`src/hdl/cfgov_pkg.sv`:
```
// Package for the conservative frequency governor.
// Holds widths, codes, reset values, controller states and the command/status structs.
// No dependencies; every other file uses it.
`timescale 1ns / 1ps

package cfgov_pkg;

  // Field and register widths
  localparam int CMD_W      = 2;
  localparam int TIME_W     = 32;
  localparam int TOT_W      = 34;
  localparam int LVL_W      = 3;
  localparam int LOAD_W     = 7;
  localparam int POLL_W     = 20;
  localparam int MODE_W     = 2;
  localparam int THR_W      = 35;
  localparam int FIELD_W    = 7;
  localparam int CFG_IDX_W  = 3;
  localparam int CFG_DATA_W = 35;
  // 100 * busy total needs 7 more bits than the total
  localparam int NUM_W      = TOT_W + 7;
  localparam int DIV_CNT_W  = 3;

  // Event codes
  typedef enum logic [CMD_W-1:0] {
    CMD_SAMPLE = 2'd0,
    CMD_WAKE   = 2'd1,
    CMD_SLEEP  = 2'd2,
    CMD_APPLY  = 2'd3
  } cmd_code_t;

  // Policy modes (code 3 behaves as performance)
  localparam logic [MODE_W-1:0] MODE_CONS = 2'd0;
  localparam logic [MODE_W-1:0] MODE_SAVE = 2'd1;
  localparam logic [MODE_W-1:0] MODE_PERF = 2'd2;

  // Register indexes
  localparam logic [CFG_IDX_W-1:0] REG_POLL = 3'd0;
  localparam logic [CFG_IDX_W-1:0] REG_MODE = 3'd1;
  localparam logic [CFG_IDX_W-1:0] REG_UP   = 3'd2;
  localparam logic [CFG_IDX_W-1:0] REG_DOWN = 3'd3;
  localparam logic [CFG_IDX_W-1:0] REG_SLOW = 3'd4;
  localparam logic [CFG_IDX_W-1:0] REG_FAST = 3'd5;

  // Register reset values
  localparam logic [POLL_W-1:0] RST_POLL = 20'd100000;
  localparam logic [MODE_W-1:0] RST_MODE = MODE_PERF;
  localparam logic [THR_W-1:0]  RST_UP   = 35'd84879458;
  localparam logic [THR_W-1:0]  RST_DOWN = 35'd497990;
  localparam logic [LVL_W-1:0]  RST_SLOW = 3'd4;
  localparam logic [LVL_W-1:0]  RST_FAST = 3'd0;

  // Limits
  localparam logic [POLL_W-1:0]  MIN_POLL    = 20'd10000;
  localparam logic [POLL_W-1:0]  MAX_POLL    = 20'd1000000;
  localparam logic [FIELD_W-1:0] MAX_UP_LOAD = 7'd98;
  localparam logic [LOAD_W-1:0]  FULL_LOAD   = 7'd100;

  // Controller states
  typedef enum logic [2:0] {
    S_IDLE,
    S_EXEC,
    S_CHK,
    S_MUL,
    S_DIV,
    S_DEC,
    S_DONE
  } state_t;

  // Controller to datapath
  typedef struct packed {
    logic                 load_in;
    logic                 do_exec;
    logic                 do_chk;
    logic                 do_mul;
    logic                 div_step;
    logic [DIV_CNT_W-1:0] div_shift;
    logic                 do_dec;
    logic                 load_out;
  } cmd_t;

  // Datapath to controller
  typedef struct packed {
    logic sample_go;
    logic over_poll;
  } sts_t;

  // Per-level threshold field; levels past the fifth read zero
  function automatic logic [FIELD_W-1:0] field7(input logic [THR_W-1:0] packed_thr,
                                                input logic [LVL_W-1:0] lvl);
    logic [FIELD_W-1:0] f;
    unique case (lvl)
      3'd0:    f = packed_thr[6:0];
      3'd1:    f = packed_thr[13:7];
      3'd2:    f = packed_thr[20:14];
      3'd3:    f = packed_thr[27:21];
      3'd4:    f = packed_thr[34:28];
      default: f = '0;
    endcase
    return f;
  endfunction

endpackage

```
`src/hdl/cfgov_ifs.sv`:
```
// Handshake channels of the governor: event input, result output, register writes.
// Depends on cfgov_pkg for payload widths.
`timescale 1ns / 1ps

interface cfgov_in_if;
  logic                        valid;
  logic                        ready;
  logic [cfgov_pkg::CMD_W-1:0]  command;
  logic [cfgov_pkg::TIME_W-1:0] wall_time_us;
  logic [cfgov_pkg::TIME_W-1:0] busy_time_us;
  logic                        was_napping;

  modport source (output valid, command, wall_time_us, busy_time_us, was_napping,
                  input ready);
  modport sink   (input valid, command, wall_time_us, busy_time_us, was_napping,
                  output ready);
endinterface

interface cfgov_out_if;
  logic                        valid;
  logic                        ready;
  logic [cfgov_pkg::LVL_W-1:0]  power_level;
  logic                        level_changed;
  logic                        decision_taken;
  logic [cfgov_pkg::LOAD_W-1:0] load_percent;

  modport source (output valid, power_level, level_changed, decision_taken, load_percent,
                  input ready);
  modport sink   (input valid, power_level, level_changed, decision_taken, load_percent,
                  output ready);
endinterface

interface cfgov_cfg_if;
  logic                            valid;
  logic                            ready;
  logic [cfgov_pkg::CFG_IDX_W-1:0]  index;
  logic [cfgov_pkg::CFG_DATA_W-1:0] data;

  modport source (output valid, index, data, input ready);
  modport sink   (input valid, index, data, output ready);
endinterface

```
`src/hdl/cfgov_ctrl.sv`:
```
// Governor controller: sequences one request through the exec, check, multiply,
// divide and decide steps that it needs, and owns the output valid flag. Depends on cfgov_pkg.
`timescale 1ns / 1ps

module cfgov_ctrl (
  input  logic            clk,
  input  logic            rst_n,
  input  logic            in_valid,
  output logic            in_ready,
  output logic            out_valid,
  input  logic            out_ready,
  input  cfgov_pkg::sts_t dp_sts,
  output cfgov_pkg::cmd_t ctl_cmd
);
  import cfgov_pkg::*;

  localparam logic [DIV_CNT_W-1:0] DivTop = DIV_CNT_W'(LOAD_W - 1);

  state_t               state_r, state_nxt;
  logic [DIV_CNT_W-1:0] div_cnt_r, div_cnt_nxt;
  logic                 out_valid_r, out_valid_nxt;
  logic                 out_free;

  assign out_free  = !out_valid_r || out_ready;
  assign out_valid = out_valid_r;

  // Next state
  always_comb begin
    state_nxt = state_r;
    unique case (state_r)
      S_IDLE: if (in_valid) state_nxt = S_EXEC;
      S_EXEC: state_nxt = dp_sts.sample_go ? S_CHK : S_DONE;
      S_CHK:  state_nxt = dp_sts.over_poll ? S_MUL : S_DONE;
      S_MUL:  state_nxt = S_DIV;
      S_DIV:  if (div_cnt_r == '0) state_nxt = S_DEC;
      S_DEC:  state_nxt = S_DONE;
      S_DONE: if (out_free) state_nxt = S_IDLE;
    endcase
  end

  // Outputs to datapath and handshake
  always_comb begin
    ctl_cmd           = '0;
    ctl_cmd.div_shift = div_cnt_r;
    in_ready          = 1'b0;
    unique case (state_r)
      S_IDLE: begin
        in_ready        = 1'b1;
        ctl_cmd.load_in = in_valid;
      end
      S_EXEC: ctl_cmd.do_exec  = 1'b1;
      S_CHK:  ctl_cmd.do_chk   = 1'b1;
      S_MUL:  ctl_cmd.do_mul   = 1'b1;
      S_DIV:  ctl_cmd.div_step = 1'b1;
      S_DEC:  ctl_cmd.do_dec   = 1'b1;
      S_DONE: ctl_cmd.load_out = out_free;
    endcase
  end

  // Divider step counter, msb first
  always_comb begin
    div_cnt_nxt = div_cnt_r;
    if (state_r == S_MUL) begin
      div_cnt_nxt = DivTop;
    end else if (state_r == S_DIV && div_cnt_r != '0) begin
      div_cnt_nxt = div_cnt_r - 1'b1;
    end
  end

  // Result register valid
  always_comb begin
    out_valid_nxt = out_valid_r;
    if (ctl_cmd.load_out) begin
      out_valid_nxt = 1'b1;
    end else if (out_ready) begin
      out_valid_nxt = 1'b0;
    end
  end

  always_ff @(posedge clk) begin
    if (!rst_n) begin
      state_r     <= S_IDLE;
      div_cnt_r   <= '0;
      out_valid_r <= 1'b0;
    end else begin
      state_r     <= state_nxt;
      div_cnt_r   <= div_cnt_nxt;
      out_valid_r <= out_valid_nxt;
    end
  end

endmodule

```
`src/hdl/cfgov_datapath.sv`:
```
// Governor datapath: registers, time totals, active level, load divider
// and the result register. Driven by cfgov_ctrl; depends on cfgov_pkg.
`timescale 1ns / 1ps

module cfgov_datapath #(
  parameter int NUM_LEVELS = 5
) (
  input  logic                            clk,
  input  logic                            rst_n,
  input  cfgov_pkg::cmd_t                 ctl_cmd,
  output cfgov_pkg::sts_t                 dp_sts,
  input  logic                            cfg_we,
  input  logic [cfgov_pkg::CFG_IDX_W-1:0]  cfg_index,
  input  logic [cfgov_pkg::CFG_DATA_W-1:0] cfg_data,
  input  logic [cfgov_pkg::CMD_W-1:0]      in_command,
  input  logic [cfgov_pkg::TIME_W-1:0]     in_wall,
  input  logic [cfgov_pkg::TIME_W-1:0]     in_busy,
  input  logic                            in_nap,
  output logic [cfgov_pkg::LVL_W-1:0]      out_level,
  output logic                            out_changed,
  output logic                            out_decided,
  output logic [cfgov_pkg::LOAD_W-1:0]     out_load
);
  import cfgov_pkg::*;

  localparam logic [LVL_W-1:0] MaxLevel = LVL_W'(NUM_LEVELS - 1);

  // Configuration
  logic [POLL_W-1:0] poll_r;
  logic [MODE_W-1:0] mode_r;
  logic [THR_W-1:0]  up_r;
  logic [THR_W-1:0]  down_r;
  logic [LVL_W-1:0]  slow_r;
  logic [LVL_W-1:0]  fast_r;

  // Request and working state
  cmd_code_t         cmd_r;
  logic [TIME_W-1:0] wall_r;
  logic [TIME_W-1:0] busy_r;
  logic              nap_r;
  logic [LVL_W-1:0]  old_lvl_r;
  logic [LVL_W-1:0]  level_r;
  logic [TOT_W-1:0]  wall_tot_r;
  logic [TOT_W-1:0]  busy_tot_r;
  logic [NUM_W-1:0]  num_r;
  logic [TOT_W-1:0]  den_r;
  logic [LOAD_W-1:0] quo_r;
  logic              decided_r;

  logic [POLL_W-1:0]  poll_eff;
  logic [TIME_W-1:0]  busy_clip;
  logic [TOT_W:0]     wall_sum;
  logic [TOT_W:0]     busy_sum;
  logic [NUM_W-1:0]   trial;
  logic [FIELD_W-1:0] up_thr;
  logic [FIELD_W-1:0] down_thr;
  logic [LVL_W-1:0]   dec_level;

  function automatic logic [LVL_W-1:0] cap_lvl(input logic [LVL_W-1:0] v);
    return (v > MaxLevel) ? MaxLevel : v;
  endfunction

  // Clamp up to the fastest limit, then down to the slowest one
  function automatic logic [LVL_W-1:0] clamp_lvl(input logic [LVL_W:0] target);
    logic [LVL_W:0] t;
    logic [LVL_W:0] fast;
    logic [LVL_W:0] slow;
    fast = {1'b0, cap_lvl(fast_r)};
    slow = {1'b0, cap_lvl(slow_r)};
    t    = target;
    if (t < fast) t = fast;
    if (t > slow) t = slow;
    return t[LVL_W-1:0];
  endfunction

  // Register writes; indexes past the list are dropped
  always_ff @(posedge clk) begin
    if (!rst_n) begin
      poll_r <= RST_POLL;
      mode_r <= RST_MODE;
      up_r   <= RST_UP;
      down_r <= RST_DOWN;
      slow_r <= RST_SLOW;
      fast_r <= RST_FAST;
    end else if (cfg_we) begin
      case (cfg_index)
        REG_POLL: poll_r <= cfg_data[POLL_W-1:0];
        REG_MODE: mode_r <= cfg_data[MODE_W-1:0];
        REG_UP:   up_r   <= cfg_data[THR_W-1:0];
        REG_DOWN: down_r <= cfg_data[THR_W-1:0];
        REG_SLOW: slow_r <= cfg_data[LVL_W-1:0];
        REG_FAST: fast_r <= cfg_data[LVL_W-1:0];
        default: ;
      endcase
    end
  end

  // Clamped poll interval
  always_comb begin
    poll_eff = poll_r;
    if (poll_r < MIN_POLL) poll_eff = MIN_POLL;
    if (poll_r > MAX_POLL) poll_eff = MAX_POLL;
  end

  // Sample accumulation with saturation at the total width
  assign busy_clip = (busy_r > wall_r) ? wall_r : busy_r;
  assign wall_sum  = {1'b0, wall_tot_r} + (TOT_W + 1)'(wall_r);
  assign busy_sum  = {1'b0, busy_tot_r} + (TOT_W + 1)'(busy_clip);

  // Status to controller
  assign dp_sts.sample_go = (cmd_r == CMD_SAMPLE) && (wall_r != '0) && (mode_r == MODE_CONS);
  assign dp_sts.over_poll = wall_tot_r > TOT_W'(poll_eff);

  // Divider trial subtrahend
  assign trial = NUM_W'(den_r) << ctl_cmd.div_shift;

  // Thresholds and stepped level
  always_comb begin
    up_thr   = field7(up_r, level_r);
    down_thr = field7(down_r, level_r);
    if (up_thr > MAX_UP_LOAD) up_thr = MAX_UP_LOAD;
    dec_level = level_r;
    if (quo_r < down_thr) begin
      dec_level = clamp_lvl({1'b0, level_r} + 1'b1);
    end else if (quo_r > up_thr) begin
      dec_level = clamp_lvl((level_r == '0) ? '0 : {1'b0, level_r} - 1'b1);
    end
  end

  // Request latch
  always_ff @(posedge clk) begin
    if (ctl_cmd.load_in) begin
      cmd_r     <= cmd_code_t'(in_command);
      wall_r    <= in_wall;
      busy_r    <= in_busy;
      nap_r     <= in_nap;
      old_lvl_r <= level_r;
    end
  end

  // Totals and active level
  always_ff @(posedge clk) begin
    if (!rst_n) begin
      wall_tot_r <= '0;
      busy_tot_r <= '0;
      level_r    <= '0;
    end else if (ctl_cmd.do_exec) begin
      unique case (cmd_r)
        CMD_SAMPLE: begin
          if (dp_sts.sample_go) begin
            wall_tot_r <= wall_sum[TOT_W] ? '1 : wall_sum[TOT_W-1:0];
            busy_tot_r <= busy_sum[TOT_W] ? '1 : busy_sum[TOT_W-1:0];
          end
        end
        CMD_WAKE: begin
          if (!nap_r && mode_r == MODE_CONS) begin
            wall_tot_r <= '0;
            busy_tot_r <= '0;
          end
        end
        CMD_SLEEP: begin
          if (mode_r == MODE_CONS || mode_r == MODE_SAVE) begin
            level_r <= clamp_lvl({1'b0, cap_lvl(slow_r)});
          end
        end
        CMD_APPLY: begin
          if (mode_r == MODE_SAVE) begin
            level_r <= clamp_lvl({1'b0, cap_lvl(slow_r)});
          end else if (mode_r != MODE_CONS) begin
            level_r <= clamp_lvl({1'b0, cap_lvl(fast_r)});
          end
        end
      endcase
    end else if (ctl_cmd.do_chk) begin
      if (busy_tot_r > wall_tot_r) busy_tot_r <= wall_tot_r;
    end else if (ctl_cmd.do_dec) begin
      wall_tot_r <= '0;
      busy_tot_r <= '0;
      level_r    <= dec_level;
    end
  end

  // Load divider: 100*busy by shifts, then restoring steps msb first
  always_ff @(posedge clk) begin
    if (ctl_cmd.load_in) begin
      quo_r     <= '0;
      decided_r <= 1'b0;
    end else if (ctl_cmd.do_mul) begin
      num_r <= (NUM_W'(busy_tot_r) << 6) + (NUM_W'(busy_tot_r) << 5)
             + (NUM_W'(busy_tot_r) << 2);
      den_r <= wall_tot_r;
      quo_r <= '0;
    end else if (ctl_cmd.div_step) begin
      if (num_r >= trial) begin
        num_r                     <= num_r - trial;
        quo_r[ctl_cmd.div_shift] <= 1'b1;
      end
    end else if (ctl_cmd.do_dec) begin
      decided_r <= 1'b1;
    end
  end

  // Result register
  always_ff @(posedge clk) begin
    if (ctl_cmd.load_out) begin
      out_level   <= level_r;
      out_changed <= level_r != old_lvl_r;
      out_decided <= decided_r;
      out_load    <= quo_r;
    end
  end

endmodule

```
`src/hdl/conservative_freq_governor_core.sv`:
```
// Top level of the conservative frequency governor.
// Joins cfgov_ctrl and cfgov_datapath to the channel interfaces of cfgov_ifs; uses cfgov_pkg.
`timescale 1ns / 1ps

// One event request in, one result out. Wake, sleep, mode apply and samples that
// are ignored pass through the exec step only; a sample that only accumulates
// also passes the check step; a sample that crosses the poll interval also runs
// the multiply, the 7-step restoring divider forming load = 100*busy/wall and
// the decide step. The result waits in an output register, so the next event is
// accepted while it is pending; the register write port is always ready, and the
// user must write it only while no event is in flight; nothing in the block enforces this.
module conservative_freq_governor_core #(
  parameter int NUM_LEVELS = 5
) (
  input logic        clk,
  input logic        rst_n,
  cfgov_in_if.sink   in_chan,
  cfgov_out_if.source out_chan,
  cfgov_cfg_if.sink  cfg_chan
);
  import cfgov_pkg::*;

  localparam logic [LVL_W-1:0] MaxLevel = LVL_W'(NUM_LEVELS - 1);

  cmd_t ctl_cmd;
  sts_t dp_sts;

  assign cfg_chan.ready = 1'b1;

  cfgov_ctrl u_ctrl (
    .clk       (clk),
    .rst_n     (rst_n),
    .in_valid  (in_chan.valid),
    .in_ready  (in_chan.ready),
    .out_valid (out_chan.valid),
    .out_ready (out_chan.ready),
    .dp_sts    (dp_sts),
    .ctl_cmd   (ctl_cmd)
  );

  cfgov_datapath #(
    .NUM_LEVELS (NUM_LEVELS)
  ) u_datapath (
    .clk         (clk),
    .rst_n       (rst_n),
    .ctl_cmd     (ctl_cmd),
    .dp_sts      (dp_sts),
    .cfg_we      (cfg_chan.valid && cfg_chan.ready),
    .cfg_index   (cfg_chan.index),
    .cfg_data    (cfg_chan.data),
    .in_command  (in_chan.command),
    .in_wall     (in_chan.wall_time_us),
    .in_busy     (in_chan.busy_time_us),
    .in_nap      (in_chan.was_napping),
    .out_level   (out_chan.power_level),
    .out_changed (out_chan.level_changed),
    .out_decided (out_chan.decision_taken),
    .out_load    (out_chan.load_percent)
  );

  // One request at a time
  a_one_in_flight: assert property (@(posedge clk) disable iff (!rst_n)
    in_chan.valid && in_chan.ready |=> !in_chan.ready)
    else $error("request accepted while previous one still in flight");

  // Multiply always hands over to the divider
  a_mul_then_div: assert property (@(posedge clk) disable iff (!rst_n)
    ctl_cmd.do_mul |=> ctl_cmd.div_step)
    else $error("divider did not start after multiply");

  // Load is saturated and only reported with a decision
  a_load_range: assert property (@(posedge clk) disable iff (!rst_n)
    out_chan.valid |-> (out_chan.decision_taken ? (out_chan.load_percent <= FULL_LOAD)
                                                : (out_chan.load_percent == '0)))
    else $error("load percent out of range or reported without decision");

  // Level stays inside the level table
  a_level_range: assert property (@(posedge clk) disable iff (!rst_n)
    out_chan.valid |-> out_chan.power_level <= MaxLevel)
    else $error("power level beyond last level");

endmodule

```
`src/flat_wrapper.sv`:
```
// flat-port wrapper written by rule: the top's interface ports become plain ports
module conservative_freq_governor_core_flat import cfgov_pkg::*;
#(
  parameter int NUM_LEVELS = 5
)
  (clk, rst_n, in_chan_valid, in_chan_command, in_chan_wall_time_us, in_chan_busy_time_us, in_chan_was_napping, in_chan_ready, out_chan_valid, out_chan_power_level, out_chan_level_changed, out_chan_decision_taken, out_chan_load_percent, out_chan_ready, cfg_chan_valid, cfg_chan_index, cfg_chan_data, cfg_chan_ready);
  cfgov_in_if in_chan_i ();
  cfgov_out_if out_chan_i ();
  cfgov_cfg_if cfg_chan_i ();
  input logic clk;
  input logic rst_n;
  input wire logic [$bits(in_chan_i.valid)-1:0] in_chan_valid;
  input wire logic [$bits(in_chan_i.command)-1:0] in_chan_command;
  input wire logic [$bits(in_chan_i.wall_time_us)-1:0] in_chan_wall_time_us;
  input wire logic [$bits(in_chan_i.busy_time_us)-1:0] in_chan_busy_time_us;
  input wire logic [$bits(in_chan_i.was_napping)-1:0] in_chan_was_napping;
  output wire logic [$bits(in_chan_i.ready)-1:0] in_chan_ready;
  output wire logic [$bits(out_chan_i.valid)-1:0] out_chan_valid;
  output wire logic [$bits(out_chan_i.power_level)-1:0] out_chan_power_level;
  output wire logic [$bits(out_chan_i.level_changed)-1:0] out_chan_level_changed;
  output wire logic [$bits(out_chan_i.decision_taken)-1:0] out_chan_decision_taken;
  output wire logic [$bits(out_chan_i.load_percent)-1:0] out_chan_load_percent;
  input wire logic [$bits(out_chan_i.ready)-1:0] out_chan_ready;
  input wire logic [$bits(cfg_chan_i.valid)-1:0] cfg_chan_valid;
  input wire logic [$bits(cfg_chan_i.index)-1:0] cfg_chan_index;
  input wire logic [$bits(cfg_chan_i.data)-1:0] cfg_chan_data;
  output wire logic [$bits(cfg_chan_i.ready)-1:0] cfg_chan_ready;
  assign in_chan_i.valid = in_chan_valid;
  assign in_chan_i.command = in_chan_command;
  assign in_chan_i.wall_time_us = in_chan_wall_time_us;
  assign in_chan_i.busy_time_us = in_chan_busy_time_us;
  assign in_chan_i.was_napping = in_chan_was_napping;
  assign in_chan_ready = in_chan_i.ready;
  assign out_chan_valid = out_chan_i.valid;
  assign out_chan_power_level = out_chan_i.power_level;
  assign out_chan_level_changed = out_chan_i.level_changed;
  assign out_chan_decision_taken = out_chan_i.decision_taken;
  assign out_chan_load_percent = out_chan_i.load_percent;
  assign out_chan_i.ready = out_chan_ready;
  assign cfg_chan_i.valid = cfg_chan_valid;
  assign cfg_chan_i.index = cfg_chan_index;
  assign cfg_chan_i.data = cfg_chan_data;
  assign cfg_chan_ready = cfg_chan_i.ready;
  conservative_freq_governor_core #(.NUM_LEVELS(NUM_LEVELS)) u_core (.clk(clk), .rst_n(rst_n), .in_chan(in_chan_i), .out_chan(out_chan_i), .cfg_chan(cfg_chan_i));
endmodule
```
`config.mk`:
```
export PLATFORM = sky130hd
export DESIGN_NAME = conservative_freq_governor_core_flat
export DESIGN_NICKNAME = d
export VERILOG_FILES = /design/src/hdl/cfgov_pkg.sv /design/src/hdl/cfgov_ifs.sv /design/src/hdl/cfgov_ctrl.sv /design/src/hdl/cfgov_datapath.sv /design/src/hdl/conservative_freq_governor_core.sv /design/src/flat_wrapper.sv
export SDC_FILE = /design/constraint.sdc
export NUM_CORES = 1
export LEC_CHECK = 0
export BUFFER_PORTS_ARGS = -buffer_cell sky130_fd_sc_hd__clkbuf_2
export CORE_MARGIN = 8
export CORE_UTILIZATION = 48
export CTS_CLUSTER_SIZE = 12
export DETAILED_ROUTE_END_ITERATION = 10
export PLACE_DENSITY_LB_ADDON = 0.05
export SETUP_SLACK_MARGIN = 0.4
export SLEW_MARGIN = 5
export SYNTH_ARGS = -nofsm -noshare
export SYNTH_HDL_FRONTEND = slang
export SYNTH_SLANG_ARGS = --single-unit
```
`constraint.sdc`:
```
create_clock -name clk -period 8.2 [get_ports clk]
set_input_delay 1.64 -clock clk [delete_from_list [all_inputs] [get_ports clk]]
set_output_delay 1.64 -clock clk [all_outputs]
set_load 0.02 [all_outputs]
```
Word level (Yosys, flattened, before mapping)
Cells that the tools add are included.
{"block": "word_totals", "register_bits": 341, "input_bits": 110, "out_inout_bits": 15, "elab_cells": 211}
{"block": "op_classes", "add_sub_neg": 8, "magnitude_cmp": 21, "eq_ne": 31, "n_shift": 1, "mux": 78, "n_bitwise": 5, "reduce_logical": 41}
{"op": "$mux W34", "count": 11}
{"op": "$pmux W34 S2", "count": 2}
{"op": "$mux W41", "count": 3}
{"op": "$mux W4", "count": 19}
{"op": "$add A34 B32 Y35", "count": 2}
{"op": "$pmux W7 S5", "count": 2}
{"op": "$mux W3", "count": 23}
{"op": "$add A40 B39 Y41", "count": 1}
{"op": "$add A41 B36 Y41", "count": 1}
{"op": "$ge A41 B41 Y1", "count": 1}
{"op": "$shl A34 B3 Y41", "count": 1}
{"op": "$sub A41 B41 Y41", "count": 1}
{"op": "$mux W20", "count": 2}
{"op": "$gt A34 B20 Y1", "count": 1}
{"op": "$gt A34 B34 Y1", "count": 1}
{"op": "$gt A32 B32 Y1", "count": 1}
{"op": "$mux W32", "count": 1}
{"op": "$reduce_bool A32 Y1", "count": 1}
{"op": "$pmux W3 S7", "count": 1}
{"op": "$gt A20 B20 Y1 const B", "count": 1}
{"op": "$gt A4 B3 Y1", "count": 5}
{"op": "$lt A20 B14 Y1 const B", "count": 1}
{"op": "$eq A3 B2 Y1 const B", "count": 6}
{"op": "$eq A3 B3 Y1 const B", "count": 6}
{"op": "other kinds (38)", "count": 91}

Longest topological paths before layout
{"block": "logic_depth", "depth_word": 14, "depth_mapped": 27, "ltp_nobuf": 25}

Modules after synthesis
Synthesis repeated with hierarchy kept, for this count alone.
{"block": "unflattened", "cells_unflattened": 2811, "area_unflattened_um2": 25190.4}
{"mod": "cfgov_datapath", "instances": 1, "cells_per_inst": 2752, "area_each_um2": 24707.4, "seq_area_each_um2": 8257.9}
{"mod": "cfgov_ctrl", "instances": 1, "cells_per_inst": 57, "area_each_um2": 471.7, "seq_area_each_um2": 140.1}
{"mod": "conservative_freq_governor_core", "instances": 1, "cells_per_inst": 2, "area_each_um2": 11.3, "seq_area_each_um2": 0.0}

Least setup slack after synthesis
No wires, ideal clock.
{"block": "synth_path", "path_kind": "input-to-reg", "startpoint": "input port in_chan_valid", "endpoint": "register u_core.u_datapath.quo_r[5]", "setup_time_ps": 133, "t_arrival_ps": 7553, "t_required_ps": 8067, "path_slack_ps": 514, "stages": 5, "path_buffers": 0, "path_cell_list": "nand2_1 > nor3_1 > nor2_1 > nand2_1 > o41ai_1"}
{"item": "start: declaration", "line": "flat_wrapper.sv:12", "source": "input wire logic [$bits(in_chan_i.valid)-1:0] in_chan_valid;"}
{"item": "end signal: assignment", "line": "cfgov_datapath.sv:186", "source": "quo_r <= '0;"}
{"item": "end signal: assignment", "line": "cfgov_datapath.sv:192", "source": "quo_r <= '0;"}
{"item": "end signal: indexed assignment", "line": "cfgov_datapath.sv:196", "source": "quo_r[ctl_cmd.div_shift] <= 1'b1;"}
{"item": "end: declaration", "line": "cfgov_datapath.sv:47", "source": "logic [LOAD_W-1:0] quo_r;"}

Worst setup path after layout
{"block": "layout_path", "startpoint": "register u_core.u_datapath.wall_r[29]", "endpoint": "register u_core.u_datapath.busy_tot_r[33]"}
{"block": "layout_between", "elab_chain_len": 7}
{"item": "start: declaration", "line": "cfgov_datapath.sv:38", "source": "logic [TIME_W-1:0] wall_r;"}
{"item": "start signal: assignment", "line": "cfgov_datapath.sv:134", "source": "wall_r <= in_wall;"}
{"item": "$gt A32 B32 Y1", "line": "cfgov_datapath.sv:106", "source": "assign busy_clip = (busy_r > wall_r) ? wall_r : busy_r;"}
{"item": "$mux W32", "line": "cfgov_datapath.sv:106"}
{"item": "$add A34 B32 Y35", "line": "cfgov_datapath.sv:108", "source": "assign busy_sum = {1'b0, busy_tot_r} + (TOT_W + 1)'(busy_clip);"}
{"item": "$mux W34", "line": "cfgov_datapath.sv:152", "source": "busy_tot_r <= busy_sum[TOT_W] ? '1 : busy_sum[TOT_W-1:0];"}
{"item": "$mux W34", "line": "cfgov_datapath.sv:150", "source": "if (dp_sts.sample_go) begin"}
{"item": "$pmux W34 S2", "line": "cfgov_datapath.sv:148", "source": "unique case (cmd_r)"}
{"item": "$mux W34", "line": "cfgov_datapath.sv:147", "source": "end else if (ctl_cmd.do_exec) begin"}
{"item": "end signal: assignment", "line": "cfgov_datapath.sv:152"}
{"item": "end signal: assignment", "line": "cfgov_datapath.sv:175", "source": "if (busy_tot_r > wall_tot_r) busy_tot_r <= wall_tot_r;"}
{"item": "end: declaration", "line": "cfgov_datapath.sv:44", "source": "logic [TOT_W-1:0] busy_tot_r;"}
Parallel ways exist; a longest one is shown, timed or not. The select of a mux whose other input is x is not followed.
A chain may end at the register's enable or synchronous reset.

==> reports/results.tsv <==
metric	value	unit
status	finished, final reports clean	
Placer Congestion	0.928	
Final Non-Filler Cells	3602	
cts hold-fix bufs	0	
crit-path max FO	13	
Setup Viol. Count Final	0	
Pwr Total	5.94	mW
via density per instance	5.96	
nature of the critical path startpoint	register	
core box area	52400	um^2
critical path type	reg2reg	
Leakage	12.1	nW
first-pass GRT wire length	115	mm
vias in the first global route	20800	
Hold WC Path Type	reg2reg	
P_sw	2.10	mW
Max Cap Viol	0	
highest metal used	met4	
f_max	0.153	GHz
source of the worst hold timing path	u_core.u_datapath.up_r[2]$_SDFFE_PN0P_	
#FFs+latches synth	341	
max incr delay on CP	0.53	ns
Reg2Reg Capture Point	u_core.u_datapath.busy_tot_r[33]$_SDFFE_PN0P_	
Critical Path Sink Type	register	
Flop pwr share	35.6	%
Reg-to-Reg Start	u_core.u_datapath.wall_r[29]$_DFFE_PP_	
RSZ-0062 raised after global routing	no	
TritonRoute pass-1 iters	9	
Int Power	3.83	mW
crit path DAT	6.96	ns
Slew @ Worst Pin	1.22	ns
routed vias	21500	
top_reg_cell synth	dfxtp_1	
deepest clock path buffer count	3	
WL met1	34.8	mm
ys async rst share	0	%
Antenna Cells	0	
Design Area, Final	28000	um^2
Mapped Cells	2808	
Combinational Power Share	33.7	%
Fin. Hold Viols	0	
CP required	8.64	ns
Peak VDD IR	0.162	mV
setup bufs post-CTS	0	
sw frac	35.5	%
cells traversed along the worst timing path	inv_1, ha_1, a21o_1, a21o_1, a21oi_1, o21ai_0, a2111oi_0, o21ai_1, nand3_1, buf_4, mux2_2, ha_1, inv_1, fa_1, nor2b_1, o21bai_1, a21boi_1, o31ai_1, o31a_1, o221ai_2, a32oi_2, o21a_1, a21oi_1, or3_1	
drt drc	0	
Resize count post-CTS	0	
crit path time final	6.52	ns
yosys warns	0	
post-detail-place hpwl	56.5	mm
Root Buffer	clkbuf_16	
Final period util	79.5	%
total negative slack	0	ns
EDFF count, synth	157	
GRT overflow	0	
critical path depth	24	
Cells after DPL	3525	
Avg WL per Cell	20.4	um
layout cells sized above 1	10.6	%
post-route ant nets	0	
WL final	73.5	mm
Die Ht	246	um
clock sink total	341	
TritonCTS Buffers	42	
placed cell areas	26700	um^2
Rows	84	
number of port buffers	123	
Setup crit start	u_core.u_datapath.wall_r[29]$_DFFE_PP_	
CTS clk-pin slew, worst paths	0.06	ns
Starting Density	48.4	%
clock insertion delay at the later pin of the skew report	0.57	ns
initial antenna violation count	0	
I/O pin count	125	
WL met2	32.4	mm
Critical Path Slowest Stage Cell	a2111oi_0	
Final #Nets	3295	
CP bufs+invs	3	
R2R Setup Slk	1.68	ns
largest net degree at the start of global routing	114	
routed wl met3	3.93	mm
Initial DRC Count	1668	
synth unique cells	86	
Netlist Area Pre-Place	25400	um^2
CTS tree	yes	
delay-heaviest family, CP	compound AO/OA/AOI/OAI gates	
sequential element share of the synthesized area	33.1	%
die width	246	um
Register-to-Register Path Depth	24	
Max Clock Skew	0.0203	ns
fin. max-slew vios	0	
hold depth	2	
Final Util	53.4	%
Pwr Density	212	nW/um^2
worst hold endpoint	u_core.u_datapath.up_r[2]$_SDFFE_PN0P_	
clock network fraction of total power	30.7	%
Area Overhead vs Synth	10.2	%
GRT Util Overall	23.7	%
H-tree level count	2	
Syn Nets	3222	
Rel. slew slack	18.8	%
Post-Syn Area per Cell	9.05	um^2
Die Area	60500	um^2
[Yosys cell counts (11+ instances only)]
master,number,area share [%]
a211oi_1,18,0.53
a21boi_0,76,2.2
a21o_1,115,3.4
a21oi_1,216,4.3
a221o_1,11,0.43
a222oi_1,13,0.51
a22oi_1,19,0.56
a31oi_1,40,0.98
and3_1,23,0.57
clkbuf_1,103,1.5
dfxtp_1,184,14
edfxtp_1,157,19
fa_1,34,2.7
ha_1,270,13
inv_1,142,2.1
mux2_2,39,1.7
mux2i_1,51,2.0
mux4_2,24,2.1
nand2_1,382,5.6
nand2b_1,28,0.69
nand3_1,84,1.7
nand4_1,35,0.86
nor2_1,107,1.6
nor2b_1,49,1.2
nor3_1,22,0.43
nor4_1,18,0.44
o211ai_1,31,0.92
o21a_1,33,0.98
o21ai_0,148,2.9
o21ai_1,26,0.51
o21bai_1,17,0.50
o31ai_1,15,0.44
xnor2_1,67,2.3
xor2_1,55,1.9
[power groups by stage]
stage,clock network (mW),registers [mW],logic [mW]
global placement,0,2.15,1.94
CTS,1.87,2.12,1.99
detailed placement,0,2.15,1.97
floorplan,0,2.08,1.50
global route,1.93,2.14,2.23
finish,1.82,2.12,2.00
[worst reg2reg max path, delay by kind of cell, from the launching register on]
family,cells,cell delay [ns]
muxes,1,0.37
adders and majority gates,3,0.74
buffers and inverters,3,0.46
and+or+nand+nor,3,0.79
DFF,1,0.43
AOI/OAI and AO/OA,14,3.63
[metal layers]
metal  vias up  global-route usage, %
met5         -                      0
met4         0                   7.93
met3       115                   3.14
met2       589                   36.4
met1     10300                   33.9
li1      10500                      -
[final cells by class]
class                      count  area, um^2
fill                        4846       24500
clock buffer                  56        1170
timing repair buffer         147         798
sequential                   341        8400
clock inverter                21         168
tap                          688         861
inverter                     144         541
multi-input combinational   2205       16100
[state kept, by name (all words and copies together) (netlist names), 2 cells and up]
register	cells
u_core.u_datapath.out_load	7
u_core.u_datapath.old_lvl_r	3
u_core.u_datapath.busy_tot_r	34
u_core.u_datapath.poll_r	20
u_core.u_datapath.mode_r	2
u_core.u_datapath.busy_r	32
u_core.u_ctrl.div_cnt_r	3
u_core.u_datapath.num_r	41
u_core.u_datapath.den_r	34
u_core.u_datapath.wall_r	32
u_core.u_datapath.wall_tot_r	34
u_core.u_datapath.fast_r	3
u_core.u_datapath.down_r	35
u_core.u_datapath.cmd_r	2
u_core.u_datapath.slow_r	3
u_core.u_datapath.up_r	35
u_core.u_ctrl.state_r	3
u_core.u_datapath.quo_r	7
u_core.u_datapath.level_r	3
u_core.u_datapath.out_level	3
[placed cells by master, fill, tap and decap left out, types with 23 or more instances in the layout]
| cell | instances |
|---|---|
| nand4_1 | 35 |
| o21ai_1 | 26 |
| a21o_1 | 115 |
| buf_4 | 25 |
| nor2_1 | 106 |
| inv_1 | 141 |
| edfxtp_1 | 157 |
| nor2b_1 | 49 |
| nand3_1 | 84 |
| clkbuf_2 | 123 |
| mux2i_1 | 51 |
| xor2_1 | 55 |
| and3_1 | 23 |
| nand2_1 | 382 |
| nand2b_1 | 28 |
| o21ai_0 | 147 |
| mux4_2 | 24 |
| a31oi_1 | 40 |
| ha_1 | 270 |
| mux2_2 | 39 |
| xnor2_1 | 67 |
| a21oi_1 | 216 |
| fa_1 | 34 |
| a21boi_0 | 76 |
| o21a_1 | 33 |
| dfxtp_1 | 183 |
| o211ai_1 | 31 |
| clkbuf_16 | 43 |
[cell families (layout without fill, tap and decap cells)]
logic type      Yosys count  in the layout  share of synthesized area, %
compound gates          863            863                          22.3
xor+xnor                122            122                          4.21
fa+ha+maj               304            304                          16.0
buf+inv                 262            368                          3.92
flops                   341            341                          33.1
mux                     114            114                          5.87
other cells               1              1                        0.0148
simple gates            801            801                          14.6
[how the worst max path moves through the flow]
stage | endpoint
floorplan | u_core.u_datapath.quo_r[5]$_SDFFE_PP0P_
global placement | u_core.u_datapath.busy_tot_r[33]$_SDFFE_PN0P_
detailed placement | u_core.u_datapath.busy_tot_r[33]$_SDFFE_PN0P_
CTS | u_core.u_datapath.busy_tot_r[33]$_SDFFE_PN0P_
global route | u_core.u_datapath.busy_tot_r[33]$_SDFFE_PN0P_
finish | u_core.u_datapath.busy_tot_r[33]$_SDFFE_PN0P_
[per-stage QoR]
step | hold WS [ns] | setup slack (ns)
finish | 0.466 | 1.68
global route | 0.487 | 1.37
global placement | 0.452 | 1.91
detailed placement | 0.458 | 1.79
CTS | 0.467 | 1.72
floorplan | 0.431 | 0.514
(Power assumes the default switching activity.)
